<file path="src/rtl/core/rru_pkg.sv">
`timescale 1ns / 1ps
// ----------------------------------------------------------------------------
// rru_pkg : shared types and constants for the ray refraction unit
// Fixed-point formats, internal widths and the side-band beat struct.
// ----------------------------------------------------------------------------
package rru_pkg;

   localparam int CompWidth  = 16;  // Q4.12 component
   localparam int FracBits   = 12;
   localparam int Half       = 1 << (FracBits - 1);

   localparam int ProdWidth  = 33;  // n * (-d)
   localparam int DotWidth   = 35;  // sum of three products
   localparam int CosWidth   = 23;
   localparam int CnWidth    = 39;  // cos * n
   localparam int SumWidth   = 28;  // d + cos*n
   localparam int RsWidth    = 45;  // ratio * s
   localparam int RqWidth    = 33;  // ratio * s, rounded
   localparam int PerpWidth  = 31;  // inner saturation width
   localparam int SqWidth    = 62;  // |perp|^2
   localparam int RootWidth  = 31;
   localparam int RemWidth   = 35;
   localparam int PrWidth    = 48;  // root * n
   localparam int ParWidth   = 36;
   localparam int OutWidth   = 37;

   localparam int PerpMax    = (1 << (PerpWidth - 1)) - 1;
   localparam int CompMax    = (1 << (CompWidth - 1)) - 1;

   typedef logic signed [CompWidth-1:0] comp_type;
   typedef logic signed [PerpWidth-1:0] perp_type;

   // travels alongside the square root pipeline
   typedef struct packed {
      perp_type perp_x;
      perp_type perp_y;
      perp_type perp_z;
      comp_type norm_x;
      comp_type norm_y;
      comp_type norm_z;
      logic     sat;
   } rru_side_type;

endpackage

</file>
<file path="src/rtl/core/rru_back.sv">
`timescale 1ns / 1ps
// ----------------------------------------------------------------------------
// rru_back : parallel term and output saturation
// Stage one multiplies root by the normal, stage two rounds, subtracts, clamps.
// ----------------------------------------------------------------------------
module rru_back (
   input  logic                          clock,
   input  logic                          reset,
   input  logic                          en,
   input  logic                          in_valid,
   input  logic [rru_pkg::RootWidth-1:0] in_root,
   input  rru_pkg::rru_side_type         in_side,
   output logic                          out_valid,
   output rru_pkg::comp_type             out_x,
   output rru_pkg::comp_type             out_y,
   output rru_pkg::comp_type             out_z,
   output logic                          out_sat
);
   import rru_pkg::*;

   logic [1:0] valid_ff;
   logic signed [PrWidth-1:0] pr_ff [3];
   perp_type perp_ff [3];
   logic     sat1_ff;
   comp_type o_ff [3];
   logic     sat2_ff;

   comp_type n_in [3];
   perp_type p_in [3];
   logic signed [ParWidth-1:0] par [3];
   logic signed [OutWidth-1:0] sum [3];
   comp_type o_in [3];
   logic     sat_in;

   assign n_in = '{in_side.norm_x, in_side.norm_y, in_side.norm_z};
   assign p_in = '{in_side.perp_x, in_side.perp_y, in_side.perp_z};

   always_comb begin
      sat_in = sat1_ff;
      for (int i = 0; i < 3; i++) begin
         par[i] = ParWidth'((pr_ff[i] + PrWidth'(Half)) >>> FracBits);
         sum[i] = OutWidth'(perp_ff[i]) - OutWidth'(par[i]);
         if (sum[i] > OutWidth'(CompMax)) begin
            o_in[i] = CompWidth'(CompMax);
            sat_in  = 1'b1;
         end else if (sum[i] < -OutWidth'(CompMax) - OutWidth'(1)) begin
            o_in[i] = -CompWidth'(CompMax) - CompWidth'(1);
            sat_in  = 1'b1;
         end else begin
            o_in[i] = CompWidth'(sum[i]);
         end
      end
   end

   always_ff @(posedge clock) begin
      if (reset) begin
         valid_ff <= '0;
      end else if (en) begin
         valid_ff <= {valid_ff[0], in_valid};
      end
   end

   always_ff @(posedge clock) begin
      if (en) begin
         for (int i = 0; i < 3; i++) begin
            pr_ff[i]   <= $signed({1'b0, in_root}) * n_in[i];
            perp_ff[i] <= p_in[i];
            o_ff[i]    <= o_in[i];
         end
         sat1_ff <= in_side.sat;
         sat2_ff <= sat_in;
      end
   end

   assign out_valid = valid_ff[1];
   assign out_x     = o_ff[0];
   assign out_y     = o_ff[1];
   assign out_z     = o_ff[2];
   assign out_sat   = sat2_ff;

endmodule

</file>
<file path="config.mk">
export PLATFORM = sky130hd
export DESIGN_NAME = rru_back
export DESIGN_NICKNAME = d
export VERILOG_FILES = /design/src/rtl/core/rru_pkg.sv /design/src/rtl/core/rru_back.sv
export SDC_FILE = /design/constraint.sdc
export NUM_CORES = 2
export LEC_CHECK = 0
export BUFFER_PORTS_ARGS = -buffer_cell sky130_fd_sc_hd__buf_2
export CAP_MARGIN = 40
export CORE_ASPECT_RATIO = 0.7
export CORE_MARGIN = 2
export CORE_UTILIZATION = 60
export DETAILED_ROUTE_END_ITERATION = 10
export MAX_ROUTING_LAYER = met4
export PLACE_DENSITY = 0.78
export SYNTH_ARGS = -nofsm -noshare
export SYNTH_HDL_FRONTEND = slang
export SYNTH_SLANG_ARGS = --single-unit
</file>
<file path="constraint.sdc">
create_clock -name clock -period 8.2 [get_ports clock]
set_input_delay 0.41 -clock clock [delete_from_list [all_inputs] [get_ports clock]]
set_output_delay 0.41 -clock clock [all_outputs]
set_load 0.1 [all_outputs]
</file>
==> results.json <==
{
  "worstHoldPathCells": 3,
  "synth_top_family_by_area": "adder cells",
  "detailed_routing_iterations_pass_1": 8,
  "placement_rows": 99,
  "wirelength_met1_um": 68300,
  "tritoncts_clock_tree": "yes",
  "postcts_resize_cnt": 0,
  "max_cap_violations": 0,
  "i_o_pin_cnt": 227,
  "worst_clock_skew_ns": 0.0267,
  "timing_worst_slew_pin_value_ns": 0.956,
  "worst-path-buf-inv": 4,
  "rsz0062_at_grt": "false",
  "routed_wl_met3_um": 19000,
  "synthesis.area_per_instance_sq_um": 9.04,
  "ys_async_sr_fraction_pct": 0,
  "worst_skew_pair.late_latency_ns": 0.63,
  "worstSetupStartpointType": "input port",
  "die-area_sq_um": 108000,
  "period_needed_ns": 7.72,
  "r2r.worst_path.cells": 19,
  "report.final.setup_viol": 0,
  "synth_seq_area_share_pct": 12.1,
  "worst-setup-path-type": "input port to flop",
  "run_status": "finished clean",
  "weighted_congestion_at_the_end_of_routability_driven_global_placement": 0.937,
  "edff_count_synth": 254,
  "reg2reg_from": "pr_ff[0][61]",
  "area_delta_synth_final_pct": 7.39,
  "synth-seq-cells": 256,
  "path_max_fanout": 32,
  "design.final.nets": 9117,
  "grt_overflow": 0,
  "slew_headroom_pct": 36.3,
  "first_global_vias": 51500,
  "ys_dominant_reg_cell": "sky130_fd_sc_hd__edfxtp_1",
  "hold_start": "in_valid",
  "holdPathEnd": "valid_ff[0]",
  "cts_post_setup_buffers_inserted": 0,
  "detailroute.via_count": 48800,
  "top_layer_in_use": "met4",
  "avgRoutedWirePerCell_um": 19.3,
  "area_share_of_xor_xnor_cells_in_the_synthesized_design_pct": 3.67,
  "grt_antenna_before_repair": 18,
  "met2WireLength_um": 74000,
  "finish.utilization_pct": 65.2,
  "critical_path.top_delay_family": "adder cells",
  "final_max_slew_viol_count": 0,
  "fp.dieW_um": 393,
  "crit_path_top_delay_cell": "sky130_fd_sc_hd__buf_2",
  "cts_num_sinks": 256,
  "fp.coreArea_sq_um": 105000,
  "fmax_mhz": 129,
  "synth_fa_ha_area_share_pct": 49.2,
  "critical_path.cell_chain": "buf_2, buf_4, nand2_1, fa_1, fa_1, fa_1, fa_1, inv_1, fa_1, fa_1, ha_1, o21ai_0, o21bai_1, a21o_1, a22oi_1, a2bb2oi_1, a22oi_1, a211oi_1, buf_4, o21a_1, o21ai_0, a22oi_1, a21oi_1, xor2_1",
  "worst_ep_required_time_ns": 8.57,
  "place.detailed.hpwl_um": 133000,
  "syn-instance-count": 7024,
  "initial_utilization_pct": 60.7,
  "vias_per_cell": 5.66,
  "synth_warnings": 0,
  "mappedNetlistNets": 8971,
  "grt_util_all_layers_pct": 32.6,
  "timing.critical_path.to_type": "flop",
  "grt_max_degree": 128,
  "numCtsBuffers": 30,
  "synthSimpleGateAreaFrac_pct": 17.7,
  "grt_first_pass_wirelength_um": 271000,
  "ctsRootBufferMaster": "sky130_fd_sc_hd__clkbuf_16",
  "cts.htree.levels": 1,
  "slowest_delay_ns": 0.70,
  "clock_path_buffers": 3,
  "finalWirelength_um": 166000,
  "clk_pin_slew_worst_paths_ns": 0.07,
  "remaining_drc_errors": 0,
  "place.port_buffers": 226,
  "synth_compound_area_share_pct": 6.32,
  "synth.cell_area_sq_um": 63500,
  "rrSetupSlack_ns": 1.04,
  "holdCritPathClass": "input port to flop",
  "cell_variety_after_synth": 80,
  "ant_nets": 0,
  "drt_first_iter_violations": 3980,
  "cp_common_cell": "sky130_fd_sc_hd__fa_1",
  "finalCritPeriodShare_pct": 94.2,
  "regToRegEndpoint": "out_sat",
  "worst_ep_arrival_time_ns": 8.10,
  "hold_buffers": 95,
  "die_height_um": 276,
  "report.final.hold_viol_count": 0,
  "ratio_of_cells_with_drive_above_1_in_the_final_layout_pct": 5.98,
  "post_synth_mux_area_share_pct": 0.0985
}
Yosys cell counts (47+ instances only):
library cell | number | area share [%]
sky130_fd_sc_hd__clkbuf_1 | 329 | 1.9
sky130_fd_sc_hd__xnor2_1 | 127 | 1.8
sky130_fd_sc_hd__xor2_1 | 139 | 1.9
sky130_fd_sc_hd__nand2b_1 | 59 | 0.58
sky130_fd_sc_hd__nor2_1 | 252 | 1.5
sky130_fd_sc_hd__nand2_1 | 921 | 5.4
sky130_fd_sc_hd__ha_1 | 558 | 11
sky130_fd_sc_hd__nor3_1 | 72 | 0.57
sky130_fd_sc_hd__o21ai_0 | 76 | 0.60
sky130_fd_sc_hd__inv_1 | 1511 | 8.9
sky130_fd_sc_hd__o21a_1 | 47 | 0.56
sky130_fd_sc_hd__a21oi_1 | 150 | 1.2
sky130_fd_sc_hd__and2_1 | 648 | 6.4
sky130_fd_sc_hd__fa_1 | 1212 | 38
sky130_fd_sc_hd__edfxtp_1 | 254 | 12
sky130_fd_sc_hd__nand3_1 | 96 | 0.76
sky130_fd_sc_hd__a21o_1 | 93 | 1.1
sky130_fd_sc_hd__nand4_1 | 52 | 0.51
area by class of cell:
type / instances / area, sq um
inverter: 1511 / 5670
multi-input combinational: 4919 / 48900
antenna: 17 / 42.5
fill: 8480 / 36400
clock inverter: 23 / 165
tap: 1414 / 1770
timing repair buffer: 452 / 3210
clock buffer: 33 / 783
sequential: 256 / 7670
layer usage:
layer / GRT usage (%) / vias to the layer above
met1: 44.7 / 24400
li1: - / 21800
met3: 8.30 / 380
met4: 8.79 / 0
met2: 48.4 / 2249
met5: - / -
tightest hold or removal path: stages:
cell                      delay [ns]
sky130_fd_sc_hd__buf_2          0.08
sky130_fd_sc_hd__mux2i_1        0.06
sky130_fd_sc_hd__nor2_1         0.07
kinds of logic (layout without fill, tap and decap cells):
family,count (synthesis),count (layout)
simple gates,2277,2277
fa+ha+maj,1770,1770
xor+xnor,266,266
other cells,0,17
mux,6,6
buf+inv,1849,2019
compound gates,600,600
flops,256,256
state kept, by name (all words and copies together) (netlist names):
signal,count
out_sat,1
sat1_ff,1
valid_ff,2
o_ff,48
perp_ff,93
pr_ff,111
how the worst max path moves through the flow:
| stage | start | end | slack [ns] | depth (start not counted) |
|---|---|---|---|---|
| 2_1_floorplan | in_root[7] | pr_ff[0][141] | 1.26 | 25 |
| 3_3_place_gp | in_root[9] | pr_ff[0][44] | 0.17 | 27 |
| 3_5_place_dp | in_root[9] | pr_ff[0][44] | -0.02 | 24 |
| 4_1_cts | in_root[9] | pr_ff[0][43] | 0.61 | 24 |
| 5_1_grt | in_root[9] | pr_ff[0][42] | 0.04 | 27 |
| 6_report | in_root[9] | pr_ff[0][43] | 0.48 | 24 |
cell usage in the layout (no fill, tap or decap), types with 96 or more instances in the layout:
cell,n
sky130_fd_sc_hd__fa_1,1212
sky130_fd_sc_hd__nand3_1,96
sky130_fd_sc_hd__and2_1,648
sky130_fd_sc_hd__buf_4,118
sky130_fd_sc_hd__a21oi_1,150
sky130_fd_sc_hd__xnor2_1,127
sky130_fd_sc_hd__xor2_1,139
sky130_fd_sc_hd__inv_1,1511
sky130_fd_sc_hd__nor2_1,252
sky130_fd_sc_hd__ha_1,558
sky130_fd_sc_hd__buf_2,226
sky130_fd_sc_hd__edfxtp_1,254
sky130_fd_sc_hd__nand2_1,921
stage by stage:
stage	cells	hold slack, ns	TNS (ns)	worst slack [ns]	cell area (sq um)
floorplan	7024	0.460	0	1.26	63500
CTS	8608	0.0158	0	0.612	68100
global placement	8455	0.469	0	0.165	66200
finish	8625	0.0439	0	0.476	68200
detailed placement	8457	0.488	-0.0337	-0.0213	66200
global route	8625	0.0389	0	0.0428	68200
Power is not shown: default switching activity piles up to over one toggle a cycle in this logic, so the estimate is an artifact.
